## src/hw/rtl/fcs_pkg.sv

```systemverilog
// ----------------------------------------------------------------------------
// fcs_pkg
// Shared types and codes of the flash command sequencer: request and issue
// codes, driver state, operation kind and the word layouts.
// ----------------------------------------------------------------------------
package fcs_pkg;

	localparam int REQ_W  = 4;
	localparam int ADDR_W = 24;
	localparam int LEN_W  = 25;

	// request and completion event codes
	typedef enum logic [REQ_W-1:0] {
		REQ_READ      = 4'd0,
		REQ_WRITE     = 4'd1,
		REQ_SEC_ERASE = 4'd2,
		REQ_BLK_ERASE = 4'd3,
		REQ_MAP_ON    = 4'd4,
		REQ_MAP_OFF   = 4'd5,
		REQ_RX_DONE   = 4'd6,
		REQ_TX_DONE   = 4'd7,
		REQ_BUSY_CLR  = 4'd8,
		REQ_ERROR     = 4'd9
	} req_code_t;

	typedef enum logic [1:0] {
		ACC_OK    = 2'd0,
		ACC_BUSY  = 2'd1,
		ACC_ERROR = 2'd2
	} acc_status_t;

	typedef enum logic [1:0] {
		DRV_IDLE  = 2'd0,
		DRV_BUSY  = 2'd1,
		DRV_ERROR = 2'd2
	} drv_state_t;

	typedef enum logic [1:0] {
		OP_NONE  = 2'd0,
		OP_READ  = 2'd1,
		OP_WRITE = 2'd2,
		OP_ERASE = 2'd3
	} op_kind_t;

	typedef enum logic [2:0] {
		ISS_NONE   = 3'd0,
		ISS_READ   = 3'd1,
		ISS_PROG   = 3'd2,
		ISS_SERASE = 3'd3,
		ISS_BERASE = 3'd4,
		ISS_POLL   = 3'd5,
		ISS_MAP    = 3'd6,
		ISS_ABORT  = 3'd7
	} issue_t;

	typedef struct packed {
		logic [REQ_W-1:0]  req_type;
		logic [ADDR_W-1:0] address;
		logic [LEN_W-1:0]  length;
		logic              launch_ok;
	} fcs_req_t;

	typedef struct packed {
		acc_status_t       accept_status;
		drv_state_t        driver_state;
		logic              mapped;
		issue_t            issue;
		logic [ADDR_W-1:0] cmd_address;
		logic [LEN_W-1:0]  cmd_length;
	} fcs_rsp_t;

	// driver control state shared between the top level and the step logic
	typedef struct packed {
		drv_state_t drv_state;
		op_kind_t   active_op;
		logic       map_flag;
	} fcs_ctl_t;

endpackage

```

## src/hw/rtl/fcs_req_if.sv

```systemverilog
// ----------------------------------------------------------------------------
// fcs_req_if
// Request channel: valid/ready handshake carrying one request or event word.
// ----------------------------------------------------------------------------
interface fcs_req_if;
	logic                       valid;
	logic                       ready;
	logic [fcs_pkg::REQ_W-1:0]  req_type;
	logic [fcs_pkg::ADDR_W-1:0] address;
	logic [fcs_pkg::LEN_W-1:0]  length;
	logic                       launch_ok;

	modport source (output valid, req_type, address, length, launch_ok, input ready);
	modport sink (input valid, req_type, address, length, launch_ok, output ready);
endinterface

```

## src/hw/rtl/fcs_rsp_if.sv

```systemverilog
// ----------------------------------------------------------------------------
// fcs_rsp_if
// Result channel: valid/ready handshake carrying one status and command word.
// ----------------------------------------------------------------------------
interface fcs_rsp_if;
	logic                       valid;
	logic                       ready;
	logic [1:0]                 accept_status;
	logic [1:0]                 driver_state;
	logic                       mapped;
	logic [2:0]                 issue;
	logic [fcs_pkg::ADDR_W-1:0] cmd_address;
	logic [fcs_pkg::LEN_W-1:0]  cmd_length;

	modport source (output valid, accept_status, driver_state, mapped, issue,
		cmd_address, cmd_length, input ready);
	modport sink (input valid, accept_status, driver_state, mapped, issue,
		cmd_address, cmd_length, output ready);
endinterface

```

## src/hw/rtl/flash_command_sequencer_core.sv

```systemverilog
// ----------------------------------------------------------------------------
// flash_command_sequencer_core
// Command sequencer for a serial NOR flash: checks requests and completion
// events and issues the matching flash command, page by page for writes.
// ----------------------------------------------------------------------------
// Each word on req is a request (read, write, sector or block erase, map on,
// map off) or a completion event (rx done, tx done, busy cleared, error), and
// each one gives exactly one word on rsp with the accept status, the driver
// state after the word, the mapped flag and the command issued to the flash
// peripheral. A word is taken into an input register, the step logic works
// it out and loads the result register while updating the driver state, so
// the block takes one word per clock while rsp is not stalled, and a result
// is valid on rsp once its word has passed the input and result registers.
// The rate is set by the loop from the driver state registers through the
// step logic back to themselves.
// While a result waits on rsp the input register still takes one more word;
// req.ready drops only when both registers are full and rsp is stalled.
// Writes are split at PAGE_BYTES boundaries, which must be a power of two;
// a busy-cleared event during a write moves the write cursor to the next
// page. Address arithmetic wraps at ADDR_BITS bits.
// ----------------------------------------------------------------------------
module flash_command_sequencer_core #(
	parameter int PAGE_BYTES = 256,
	parameter int ADDR_BITS  = 24
) (
	input  logic      clk,
	input  logic      arst_n,
	fcs_req_if.sink   req,
	fcs_rsp_if.source rsp
);
	import fcs_pkg::*;

	localparam int CHUNK_W = $clog2(PAGE_BYTES) + 1;

	// input register
	logic     v_s1;
	fcs_req_t req_s1;

	// result register
	logic     rsp_valid_q;
	fcs_rsp_t rsp_q;

	// driver state
	fcs_ctl_t             ctl_q;
	logic [ADDR_BITS-1:0] cursor_q;
	logic [LEN_W-1:0]     left_q;
	logic [CHUNK_W-1:0]   chunk_q;

	// step outputs
	fcs_ctl_t             ctl_nxt;
	logic [ADDR_BITS-1:0] cursor_nxt;
	logic [LEN_W-1:0]     left_nxt;
	logic [CHUNK_W-1:0]   chunk_nxt;
	fcs_rsp_t             rsp_nxt;

	logic s1_adv;
	logic in_take;

	// the word in s1 moves on when the result register is free or drains now
	assign s1_adv    = v_s1 && (!rsp_valid_q || rsp.ready);
	assign req.ready = !v_s1 || s1_adv;
	assign in_take   = req.valid && req.ready;

	always_ff @(posedge clk or negedge arst_n) begin
		if (!arst_n) begin
			v_s1        <= 1'b0;
			rsp_valid_q <= 1'b0;
		end else begin
			if (in_take)
				v_s1 <= 1'b1;
			else if (s1_adv)
				v_s1 <= 1'b0;

			if (s1_adv)
				rsp_valid_q <= 1'b1;
			else if (rsp.ready)
				rsp_valid_q <= 1'b0;
		end
	end

	always_ff @(posedge clk) begin
		if (in_take) begin
			req_s1.req_type  <= req.req_type;
			req_s1.address   <= req.address;
			req_s1.length    <= req.length;
			req_s1.launch_ok <= req.launch_ok;
		end
		if (s1_adv)
			rsp_q <= rsp_nxt;
	end

	// driver state follows each word as it leaves s1
	always_ff @(posedge clk or negedge arst_n) begin
		if (!arst_n) begin
			ctl_q.drv_state <= DRV_IDLE;
			ctl_q.active_op <= OP_NONE;
			ctl_q.map_flag  <= 1'b0;
			cursor_q        <= '0;
			left_q          <= '0;
			chunk_q         <= '0;
		end else if (s1_adv) begin
			ctl_q    <= ctl_nxt;
			cursor_q <= cursor_nxt;
			left_q   <= left_nxt;
			chunk_q  <= chunk_nxt;
		end
	end

	fcs_step #(
		.PAGE_BYTES (PAGE_BYTES),
		.ADDR_BITS  (ADDR_BITS),
		.CHUNK_W    (CHUNK_W)
	) u_step (
		.req        (req_s1),
		.ctl        (ctl_q),
		.cursor     (cursor_q),
		.left       (left_q),
		.chunk      (chunk_q),
		.ctl_nxt    (ctl_nxt),
		.cursor_nxt (cursor_nxt),
		.left_nxt   (left_nxt),
		.chunk_nxt  (chunk_nxt),
		.rsp        (rsp_nxt)
	);

	assign rsp.valid         = rsp_valid_q;
	assign rsp.accept_status = rsp_q.accept_status;
	assign rsp.driver_state  = rsp_q.driver_state;
	assign rsp.mapped        = rsp_q.mapped;
	assign rsp.issue         = rsp_q.issue;
	assign rsp.cmd_address   = rsp_q.cmd_address;
	assign rsp.cmd_length    = rsp_q.cmd_length;

	// a busy refusal leaves the driver state untouched
	a_refuse_keeps_state: assert property (@(posedge clk) disable iff (!arst_n)
		s1_adv && rsp_nxt.accept_status == ACC_BUSY |=> $stable(ctl_q) && $stable(cursor_q))
		else $error("busy refusal changed driver state");

	// memory-mapped mode and a running operation never coexist
	a_map_not_busy: assert property (@(posedge clk) disable iff (!arst_n)
		!(ctl_q.map_flag && ctl_q.drv_state == DRV_BUSY))
		else $error("mapped while busy");

	// a page chunk never crosses a page
	a_chunk_in_page: assert property (@(posedge clk) disable iff (!arst_n)
		chunk_q <= CHUNK_W'(PAGE_BYTES))
		else $error("page chunk larger than a page");

	// input stalls only when both registers hold a word
	a_stall_full: assert property (@(posedge clk) disable iff (!arst_n)
		!req.ready |-> v_s1 && rsp_valid_q && !rsp.ready)
		else $error("input stalled with room left");

endmodule

```

## src/hw/rtl/fcs_step.sv

```systemverilog
// ----------------------------------------------------------------------------
// fcs_step
// Next-state and result logic for one word: request checks, command issue
// and page splitting of writes.
// ----------------------------------------------------------------------------
module fcs_step #(
	parameter int PAGE_BYTES = 256,
	parameter int ADDR_BITS  = 24,
	parameter int CHUNK_W    = $clog2(PAGE_BYTES) + 1
) (
	input  fcs_pkg::fcs_req_t         req,
	input  fcs_pkg::fcs_ctl_t         ctl,
	input  logic [ADDR_BITS-1:0]      cursor,
	input  logic [fcs_pkg::LEN_W-1:0] left,
	input  logic [CHUNK_W-1:0]        chunk,
	output fcs_pkg::fcs_ctl_t         ctl_nxt,
	output logic [ADDR_BITS-1:0]      cursor_nxt,
	output logic [fcs_pkg::LEN_W-1:0] left_nxt,
	output logic [CHUNK_W-1:0]        chunk_nxt,
	output fcs_pkg::fcs_rsp_t         rsp
);
	import fcs_pkg::*;

	localparam int PAGE_LOG = $clog2(PAGE_BYTES);

	// bytes up to the end of the page, capped by what is left
	function automatic logic [CHUNK_W-1:0] chunk_for(input logic [ADDR_BITS-1:0] cur,
		input logic [LEN_W-1:0] rem);
		logic [CHUNK_W-1:0] room;
		room = CHUNK_W'(PAGE_BYTES) - CHUNK_W'(cur[PAGE_LOG-1:0]);
		chunk_for = (rem < LEN_W'(room)) ? rem[CHUNK_W-1:0] : room;
	endfunction

	logic [ADDR_BITS-1:0] req_addr;
	logic [CHUNK_W-1:0]   wr_chunk;
	logic [ADDR_BITS-1:0] adv_cursor;
	logic [LEN_W-1:0]     adv_left;
	logic [CHUNK_W-1:0]   adv_chunk;
	logic                 indirect;

	assign req_addr   = ADDR_BITS'(req.address);
	assign wr_chunk   = chunk_for(req_addr, req.length);
	assign adv_cursor = cursor + ADDR_BITS'(chunk);
	assign adv_left   = (left >= LEN_W'(chunk)) ? (left - LEN_W'(chunk)) : '0;
	assign adv_chunk  = chunk_for(adv_cursor, adv_left);
	assign indirect   = req.req_type inside {REQ_READ, REQ_WRITE, REQ_SEC_ERASE, REQ_BLK_ERASE};

	always_comb begin
		ctl_nxt    = ctl;
		cursor_nxt = cursor;
		left_nxt   = left;
		chunk_nxt  = chunk;
		rsp.accept_status = ACC_OK;
		rsp.issue         = ISS_NONE;
		rsp.cmd_address   = '0;
		rsp.cmd_length    = '0;

		if (indirect && ctl.map_flag) begin
			rsp.accept_status = ACC_ERROR;
		end else if ((indirect || req.req_type == REQ_MAP_ON) && ctl.drv_state == DRV_BUSY) begin
			rsp.accept_status = ACC_BUSY;
		end else begin
			case (req.req_type)
				REQ_READ: begin
					rsp.issue       = ISS_READ;
					rsp.cmd_address = ADDR_W'(req_addr);
					rsp.cmd_length  = req.length;
					ctl_nxt.active_op = OP_READ;
					ctl_nxt.drv_state = DRV_BUSY;
				end
				REQ_WRITE: begin
					cursor_nxt = req_addr;
					left_nxt   = req.length;
					chunk_nxt  = wr_chunk;
					rsp.issue       = ISS_PROG;
					rsp.cmd_address = ADDR_W'(req_addr);
					rsp.cmd_length  = LEN_W'(wr_chunk);
					ctl_nxt.active_op = OP_WRITE;
					ctl_nxt.drv_state = DRV_BUSY;
				end
				REQ_SEC_ERASE, REQ_BLK_ERASE: begin
					rsp.issue = (req.req_type == REQ_SEC_ERASE) ? ISS_SERASE : ISS_BERASE;
					rsp.cmd_address = ADDR_W'(req_addr);
					ctl_nxt.active_op = OP_ERASE;
					ctl_nxt.drv_state = DRV_BUSY;
				end
				REQ_MAP_ON: begin
					if (!ctl.map_flag) begin
						rsp.issue = ISS_MAP;
						if (req.launch_ok)
							ctl_nxt.map_flag = 1'b1;
						else
							rsp.accept_status = ACC_ERROR;
					end
				end
				REQ_MAP_OFF: begin
					if (ctl.map_flag) begin
						rsp.issue = ISS_ABORT;
						if (req.launch_ok) begin
							ctl_nxt.map_flag  = 1'b0;
							ctl_nxt.active_op = OP_NONE;
							ctl_nxt.drv_state = DRV_IDLE;
						end else begin
							rsp.accept_status = ACC_ERROR;
						end
					end
				end
				REQ_RX_DONE: begin
					ctl_nxt.active_op = OP_NONE;
					ctl_nxt.drv_state = DRV_IDLE;
				end
				REQ_TX_DONE: begin
					rsp.issue = ISS_POLL;
				end
				REQ_BUSY_CLR: begin
					ctl_nxt.active_op = OP_NONE;
					ctl_nxt.drv_state = DRV_IDLE;
					if (ctl.active_op == OP_WRITE) begin
						cursor_nxt = adv_cursor;
						left_nxt   = adv_left;
						if (adv_left != '0) begin
							// next page of the write
							chunk_nxt = adv_chunk;
							rsp.issue       = ISS_PROG;
							rsp.cmd_address = ADDR_W'(adv_cursor);
							rsp.cmd_length  = LEN_W'(adv_chunk);
							ctl_nxt.active_op = OP_WRITE;
							ctl_nxt.drv_state = DRV_BUSY;
						end
					end
				end
				REQ_ERROR: begin
					ctl_nxt.active_op = OP_NONE;
					ctl_nxt.drv_state = DRV_ERROR;
				end
				default: begin
				end
			endcase

			// a launched command that the peripheral refused latches the error
			if (rsp.issue != ISS_NONE && rsp.issue != ISS_MAP && rsp.issue != ISS_ABORT &&
				!req.launch_ok) begin
				ctl_nxt.active_op = OP_NONE;
				ctl_nxt.drv_state = DRV_ERROR;
				rsp.accept_status = ACC_ERROR;
			end
		end

		rsp.driver_state = ctl_nxt.drv_state;
		rsp.mapped       = ctl_nxt.map_flag;
	end

endmodule

```

## src/flat_wrapper.sv

```systemverilog
// flat-port wrapper written by rule: the top's interface ports become plain ports
module flash_command_sequencer_core_flat import fcs_pkg::*;
#(
	parameter int PAGE_BYTES = 256,
	parameter int ADDR_BITS  = 24
)
  (clk, arst_n, req_valid, req_req_type, req_address, req_length, req_launch_ok, req_ready, rsp_valid, rsp_accept_status, rsp_driver_state, rsp_mapped, rsp_issue, rsp_cmd_address, rsp_cmd_length, rsp_ready);
  fcs_req_if req_i ();
  fcs_rsp_if rsp_i ();
  input  logic clk;
  input  logic arst_n;
  input wire logic [$bits(req_i.valid)-1:0] req_valid;
  input wire logic [$bits(req_i.req_type)-1:0] req_req_type;
  input wire logic [$bits(req_i.address)-1:0] req_address;
  input wire logic [$bits(req_i.length)-1:0] req_length;
  input wire logic [$bits(req_i.launch_ok)-1:0] req_launch_ok;
  output wire logic [$bits(req_i.ready)-1:0] req_ready;
  output wire logic [$bits(rsp_i.valid)-1:0] rsp_valid;
  output wire logic [$bits(rsp_i.accept_status)-1:0] rsp_accept_status;
  output wire logic [$bits(rsp_i.driver_state)-1:0] rsp_driver_state;
  output wire logic [$bits(rsp_i.mapped)-1:0] rsp_mapped;
  output wire logic [$bits(rsp_i.issue)-1:0] rsp_issue;
  output wire logic [$bits(rsp_i.cmd_address)-1:0] rsp_cmd_address;
  output wire logic [$bits(rsp_i.cmd_length)-1:0] rsp_cmd_length;
  input wire logic [$bits(rsp_i.ready)-1:0] rsp_ready;
  assign req_i.valid = req_valid;
  assign req_i.req_type = req_req_type;
  assign req_i.address = req_address;
  assign req_i.length = req_length;
  assign req_i.launch_ok = req_launch_ok;
  assign req_ready = req_i.ready;
  assign rsp_valid = rsp_i.valid;
  assign rsp_accept_status = rsp_i.accept_status;
  assign rsp_driver_state = rsp_i.driver_state;
  assign rsp_mapped = rsp_i.mapped;
  assign rsp_issue = rsp_i.issue;
  assign rsp_cmd_address = rsp_i.cmd_address;
  assign rsp_cmd_length = rsp_i.cmd_length;
  assign rsp_i.ready = rsp_ready;
  flash_command_sequencer_core #(.PAGE_BYTES(PAGE_BYTES), .ADDR_BITS(ADDR_BITS)) u_core (.clk(clk), .arst_n(arst_n), .req(req_i), .rsp(rsp_i));
endmodule
```

## config.mk

```make
export PLATFORM = sky130hd
export DESIGN_NAME = flash_command_sequencer_core_flat
export DESIGN_NICKNAME = d
export VERILOG_FILES = /design/src/hw/rtl/fcs_pkg.sv /design/src/hw/rtl/fcs_req_if.sv /design/src/hw/rtl/fcs_rsp_if.sv /design/src/hw/rtl/flash_command_sequencer_core.sv /design/src/hw/rtl/fcs_step.sv /design/src/flat_wrapper.sv
export SDC_FILE = /design/constraint.sdc
export NUM_CORES = 1
export LEC_CHECK = 0
export BUFFER_PORTS_ARGS = -buffer_cell sky130_fd_sc_hd__buf_2
export CAP_MARGIN = 5
export CORE_ASPECT_RATIO = 1.5
export CORE_MARGIN = 3
export CORE_UTILIZATION = 65
export DETAILED_ROUTE_END_ITERATION = 16
export PLACE_DENSITY_LB_ADDON = 0.15
export RECOVER_POWER = 25
export SETUP_SLACK_MARGIN = 0.15
export SLEW_MARGIN = 20
export SYNTH_ARGS = -nofsm -noshare
export SYNTH_HDL_FRONTEND = slang
export SYNTH_HIERARCHICAL = 1
export SYNTH_SLANG_ARGS = --single-unit
```

## constraint.sdc

```tcl
create_clock -name clk -period 9 [get_ports clk]
set_clock_uncertainty 0.05 [all_clocks]
set_input_delay 0 -clock clk [delete_from_list [all_inputs] [get_ports clk]]
set_output_delay 0 -clock clk [all_outputs]
set_load 0.05 [all_outputs]
```

# == Word-level counts from Yosys, hierarchy flattened ==
# Index checks and enable logic that the tools add are counted.
# op_classes
add_sub_neg,4
mul,0
n_div,0
order_cmp,3
n_eq_ne,17
shifts,0
n_mux,41
bitwise_logic,2
reduce_logical,27
# op_table
operator,count
one-hot mux 24 bit (2 select lines),2
one-hot mux 25 bit (3 select lines),1
two-way mux 52 bit,1
two-way mux 51 bit,1
< comparator 25 x 9 -> 1 bit,2
two-way mux 25 bit,2
one-hot mux 25 bit (2 select lines),1
two-way mux 9 bit,4
one-hot mux 4 bit (7 select lines),1
>= comparator 25 x 9 -> 1 bit,1
nonzero test 25 bit,1
subtractor 25 x 9 -> 25 bit,1
adder 24 x 9 -> 24 bit,1
two-way mux 24 bit,1
two-way mux 3 bit,7
one-hot mux 3 bit (7 select lines),1
two-way mux 5 bit,4
one-hot mux 9 bit (2 select lines),1
"subtractor 9 x 8 -> 9 bit, first input constant",2
"== test 4 x 3 -> 1 bit, second input constant",4
AND reduction 6 bit,2
two-way mux 2 bit,5
"== test 4 x 2 -> 1 bit, second input constant",2
"== test 4 bit, second input constant",2
other kinds (22),44
# totals
reg_bits,176
latchBits,0
ram_bits,0
rom_bits,0
input_bits,58
memories,0

# == Logic depth before layout (Yosys ltp) ==
# logic_depth
ltp_word,16
mapped_depth,22

# == Modules after synthesis ==
# Netlist, hierarchy kept.
# by_module_without_submodules
mod,n_inst,cells_each,area_each_um2,seq_area_each_um2
flash_command_sequencer_core,1,252,6013.3,4959.8
fcs_step,1,835,4989.8,0.0

# == Least setup slack after synthesis ==
# No wires, ideal clock.
# synth_path
path_type,register -> register
from,register u_core.chunk_q[1]
to,register u_core.chunk_q[5]
setup_ns,0.125
arrival_ns,4.500
required_time_ns,8.825
path_slack_ns,4.325
stages_incl_launch_ff,22
synth_period_minus_slack_ns,4.675
cell_sequence,dfrtp_1 inv_1 ha_1 nor2b_1 o31a_1 o31a_1 nor2_1 and3_1 clkbuf_1 nor2_1 ha_1 a21o_1 a21o_1 a21oi_1 o211ai_1 a31oi_1 a21oi_1 o32ai_2 o22a_1 nor2_1 a211o_1 mux2_4
# synth_between
elab_chain_cells,7
# synth_rtl
element,line,rtl
start: declaration,flash_command_sequencer_core.sv:47,logic [CHUNK_W-1:0] chunk_q;
start signal: assignment,flash_command_sequencer_core.sv:105,chunk_q <= chunk_nxt;
"adder 24 x 9 -> 24 bit, or another cell as far along",fcs_step.sv:43,assign adv_cursor = cursor + ADDR_BITS'(chunk);
subtractor 9 x 8 -> 9 bit or two-way mux 25 bit (tied branches),"fcs_step.sv:30, fcs_step.sv:44",
< comparator 25 x 9 -> 1 bit,fcs_step.sv:31,chunk_for = (rem < LEN_W'(room)) ? rem[CHUNK_W-1:0] : room;
two-way mux 9 bit,fcs_step.sv:31,
two-way mux 9 bit,fcs_step.sv:121,if (adv_left != '0) begin
two-way mux 9 bit,fcs_step.sv:118,if (ctl.active_op == OP_WRITE) begin
one-hot mux 9 bit (2 select lines),fcs_step.sv:63,case (req.req_type)
# Parallel ways exist; a longest one is shown, timed or not. The select of a mux whose other input is x is not followed.
# A chain may end at the register's enable or synchronous reset.

# == Worst setup path after layout ==
# layout_path
from,register u_core.chunk_q[1]
to,register u_core.chunk_q[0]
# The elaborated chain is that of the path after synthesis.

==> flow_summary.yaml <==
outcome:
  result_of_the_run: "complete, but fails checks"
  failed_checks: "capacitance limit, slew limit"
cts:
  clk_transition_reported_paths_ps: 80
  ctsRootBufferMaster: "sky130_fd_sc_hd__clkbuf_16"
  tritoncts: "yes"
  tritoncts_num_sinks: 176
  clk-insertion-delay-late_ps: 430
  cts_htree_levels: 4
  cts_buffers: 17
  cts.path.max_buffers: 2
die:
  die_area_um2: 18560
  core_area_um2: 16400
  die-height_um: 165.3
  floorplan.initialDensity_pct: 67.08
  die_width_um: 112.2
  core.rowCount: 57
  design.portCount: 117
setup_path:
  crit_path_max_incr_delay_ps: 600
  worst_path_most_repeated_cell: "sky130_fd_sc_hd__nor2_1"
  r2r_setup_slack_ps: 3510
  crit_buf_inv: 1
  timing.critical_path.arrival_ps: 5760
  path_delay_family: "compound AO/OA/AOI/OAI gates"
  critPathCaptureType: "flop"
  crit_chain: "inv_1, ha_1, nor2b_1, o31a_1, o31a_1, nor2_1, and3_1, nor2_1, ha_1, a21o_1, a21o_1, a21oi_1, o211ai_1, a31oi_1, a21oi_1, o32ai_2, nor2_1, a211oi_1, o21ai_1, mux2_4"
  worstPathRequired_ps: 9270
  r2r-start: "u_core/chunk_q[1]$_DFFE_PN0P_"
  crit_type: "flop to flop"
  worst-path-max-fanout: 8
  regToRegEndpoint: "u_core/chunk_q[0]$_DFFE_PN0P_"
  r2r.worst_path.cells: 20
  cpMaxStageDelayCell: "sky130_fd_sc_hd__o32ai_2"
  worst_setup_path_start_kind: "flop"
global_route:
  grtUsageTotal_pct: 35.90
  number_of_global_route_vias_before_repair: 9673
  grt_start_max_net_pins: 66
  grt_overflow: 0
  initial_antenna_violation_count: 0
  grt_pass1_wl_um: 52000
worst_hold_path:
  hold-path-endpoint: "u_core/req_s1[44]$_DFFE_PP_"
  timing.hold.worst_path_depth: 2
  hp-class: "input port to flop"
  holdCritStartpoint: "req_address[18]"
cells_and_area:
  post-route-util_pct: 78.09
  drive_gt1_share_pct: 17.19
  area_added_between_synthesis_and_finish_pct: 16.42
  fin_nets: 1328
  layout.filler_cells: 1106
  antenna_cells_inserted: 0
  finish.cell_count_without_fillers: 1451
synthesis:
  synth-warning-count: 6
  synthArstFlopShare_pct: 36.93
  synth_top_cell_by_area: "sky130_fd_sc_hd__edfxtp_1"
  synth_edf_count: 111
  post_synth_inst_count: 1087
  postSynthNetCount: 1183
  synth-main-ff-cell: "sky130_fd_sc_hd__edfxtp_1"
  post_synth_main_area_contributors: "sky130_fd_sc_hd__edfxtp_1 (30%), sky130_fd_sc_hd__dfrtp_1 (15%), sky130_fd_sc_hd__mux2_4 (8.1%), sky130_fd_sc_hd__o21ai_0 (4.5%), sky130_fd_sc_hd__ha_1 (4.1%)"
  synth.ff_latch_count: 176
  synth_top_area_share_pct: 30.29
  synthDistinctLibCells: 77
  post_syn_area_per_cell_um2: 10.12
  post_synth_instance_area_um2: 11000
  synth_seq_area_share_pct: 45.08
timing:
  setup-violations-final: 0
  hold_worst_slack_ps: 228.2
  totalNegativeSetupSlack_ps: 0
  timing.fmax_ghz: 0.1820
  max_slew_margin_pct: -170.0
  hold_viol: 0
  fin_crit_share_pct: 61.05
  slew_at_the_pin_closest_to_its_max_slew_limit_ps: 4050
  final.min_clock_period_ps: 5494
  finalMaxSlewViolations: 66
  rsz0062_at_grt: "false"
power:
  post-layout-total-power_w: 0.004267
  cellLeakagePower_nw: 5.316
  power_per_cell_area_nw_per_um2: 333.1
  ir_worst_vdd_v: 0.0002593
detailed_routing:
  post_drt_via_cell_ratio: 6.681
  drt_drc_violations_left: 0
  vias: 9694
  routedWlPerCell_um: 22.96
  dr.pass1.iters: 7
  detail_route.iter0.violations: 1079
  drt_wl_total_um: 33310
  final_antenna_net_count: 0
placement:
  port_buffers: 116
  gp_congestion: 0.9753
  placed_cells_incl_taps: 1361
  dpl.hpwl_um: 21170
flow_run:
  cap_viol_max_count: 1
synth_stat cells, types with 5 or more instances:
cell,instances
sky130_fd_sc_hd__a211o_1,7
sky130_fd_sc_hd__a21o_1,9
sky130_fd_sc_hd__a21oi_1,62
sky130_fd_sc_hd__a221oi_1,8
sky130_fd_sc_hd__a222oi_1,11
sky130_fd_sc_hd__a22oi_1,32
sky130_fd_sc_hd__a2bb2oi_1,5
sky130_fd_sc_hd__a31oi_1,10
sky130_fd_sc_hd__and2_1,25
sky130_fd_sc_hd__and3_1,9
sky130_fd_sc_hd__buf_2,5
sky130_fd_sc_hd__buf_6,7
sky130_fd_sc_hd__clkbuf_1,43
sky130_fd_sc_hd__dfrtp_1,65
sky130_fd_sc_hd__edfxtp_1,111
sky130_fd_sc_hd__ha_1,36
sky130_fd_sc_hd__inv_1,44
sky130_fd_sc_hd__mux2_2,5
sky130_fd_sc_hd__mux2_4,59
sky130_fd_sc_hd__mux2i_1,6
sky130_fd_sc_hd__nand2_1,111
sky130_fd_sc_hd__nand2b_1,10
sky130_fd_sc_hd__nand3_1,21
sky130_fd_sc_hd__nand4_1,9
sky130_fd_sc_hd__nor2_1,81
sky130_fd_sc_hd__nor2b_1,8
sky130_fd_sc_hd__nor3_1,25
sky130_fd_sc_hd__nor4_1,9
sky130_fd_sc_hd__o21a_1,7
sky130_fd_sc_hd__o21ai_0,100
sky130_fd_sc_hd__o21ai_1,6
sky130_fd_sc_hd__o22ai_1,9
sky130_fd_sc_hd__o31a_1,6
sky130_fd_sc_hd__or4_1,6
sky130_fd_sc_hd__xnor2_1,23
sky130_fd_sc_hd__xor2_1,20
kinds of logic after synthesis:
logic type               count (synthesis)  synth area share, %
AO/OA/AOI/OAI                          313                18.50
XOR/XNOR                                43                3.423
adder cells (fa/ha/maj)                 38                4.458
buffers and inverters                  107                4.321
flip-flops                             176                45.08
multiplexers                            70                9.108
AND/OR/NAND/NOR                        340                15.11
layer usage:
metal	track usage, %	vias to the layer above	wire length [um]
met4	16.79	0	1516
met2	62.89	572	16950
met5	0	-	0
li1	-	4319	-
met1	43.92	4681	12250
met3	4.995	122	2593
final cells by class:
type	instances	area [um^2]	share of cell area (%)
clock buffer	18	439.2	3.428
clock inverter	14	138.9	1.084
inverter	44	165.2	1.289
multi-input combinational	804	5623	43.90
sequential	176	4960	38.72
tap	206	257.7	2.012
timing repair buffer	189	1226	9.572
state kept, by name (all words and copies together), names as in the netlist, 2 cells and up:
name / cells
u_core/rsp.driver_state: 2
u_core/ctl_q: 5
u_core/cursor_q: 24
u_core/req_s1: 54
u_core/chunk_q: 9
u_core/rsp.cmd_length: 25
u_core/rsp.accept_status: 2
u_core/rsp.issue: 3
u_core/rsp.cmd_address: 24
u_core/left_q: 25
through the flow:
step                      cell area (um^2)  setup slack (ps)
after floorplan                      11000              4325
final                                12810              3506
after detailed placement             11690              3687
after global placement               11690              3737
after global routing                 12810              3087
after CTS                            12850              3661
repair_timing:
| action | 4_1_cts | 5_1_grt |
|---|---|---|
| hold endpoints to repair | 121 | 0 |
| resized for setup | 0 | 0 |
| hold buffers | 58 | 0 |
| setup buffers | 0 | 0 |
cells in the final DEF (no fill, tap or decap), types with 5 or more instances in the layout:
master / count
sky130_fd_sc_hd__and3_1: 9
sky130_fd_sc_hd__nand2b_1: 10
sky130_fd_sc_hd__nand3_1: 21
sky130_fd_sc_hd__o21ai_0: 100
sky130_fd_sc_hd__a211o_1: 7
sky130_fd_sc_hd__nor3_1: 24
sky130_fd_sc_hd__mux2_4: 59
sky130_fd_sc_hd__and2_1: 24
sky130_fd_sc_hd__or4_1: 6
sky130_fd_sc_hd__a221oi_1: 8
sky130_fd_sc_hd__a2bb2oi_1: 5
sky130_fd_sc_hd__nand4_1: 9
sky130_fd_sc_hd__inv_6: 5
sky130_fd_sc_hd__clkbuf_16: 17
sky130_fd_sc_hd__ha_1: 36
sky130_fd_sc_hd__o21a_1: 7
sky130_fd_sc_hd__a222oi_1: 11
sky130_fd_sc_hd__inv_1: 43
sky130_fd_sc_hd__mux2i_1: 6
sky130_fd_sc_hd__a21oi_1: 62
sky130_fd_sc_hd__buf_2: 80
sky130_fd_sc_hd__dfrtp_1: 65
sky130_fd_sc_hd__edfxtp_1: 111
sky130_fd_sc_hd__a22oi_1: 32
sky130_fd_sc_hd__mux2_2: 5
sky130_fd_sc_hd__o31a_1: 6
sky130_fd_sc_hd__nor2b_1: 8
sky130_fd_sc_hd__xnor2_1: 23
sky130_fd_sc_hd__a21o_1: 9
sky130_fd_sc_hd__a31oi_1: 9
sky130_fd_sc_hd__o22ai_1: 9
sky130_fd_sc_hd__nor2_1: 79
sky130_fd_sc_hd__xor2_1: 20
sky130_fd_sc_hd__nand2_1: 111
sky130_fd_sc_hd__clkbuf_1: 36
sky130_fd_sc_hd__buf_4: 14
sky130_fd_sc_hd__dlygate4sd3_1: 58
sky130_fd_sc_hd__nor4_1: 9
how the worst max path moves through the flow:
stage | cells after the start | end | slack (ps) | startpoint
after global routing | 20 | u_core/chunk_q[0]$_DFFE_PN0P_ | 3090 | u_core/chunk_q[1]$_DFFE_PN0P_
after global placement | 20 | u_core/chunk_q[5]$_DFFE_PN0P_ | 3740 | u_core/chunk_q[1]$_DFFE_PN0P_
final | 20 | u_core/chunk_q[0]$_DFFE_PN0P_ | 3510 | u_core/chunk_q[1]$_DFFE_PN0P_
after CTS | 20 | u_core/chunk_q[0]$_DFFE_PN0P_ | 3660 | u_core/chunk_q[1]$_DFFE_PN0P_
after detailed placement | 20 | u_core/chunk_q[0]$_DFFE_PN0P_ | 3690 | u_core/chunk_q[1]$_DFFE_PN0P_
after floorplan | 21 | u_core/chunk_q[5]$_DFFE_PN0P_ | 4330 | u_core/chunk_q[1]$_DFFE_PN0P_
report_power, final:
group / internal [W] / leakage (nW) / switching (W)
Clock: 0.000376 / 0.280 / 0.000354
Combinational: 0.000929 / 3.12 / 0.00133
Sequential: 0.00104 / 1.91 / 0.000242
(Power assumes the default switching activity.)
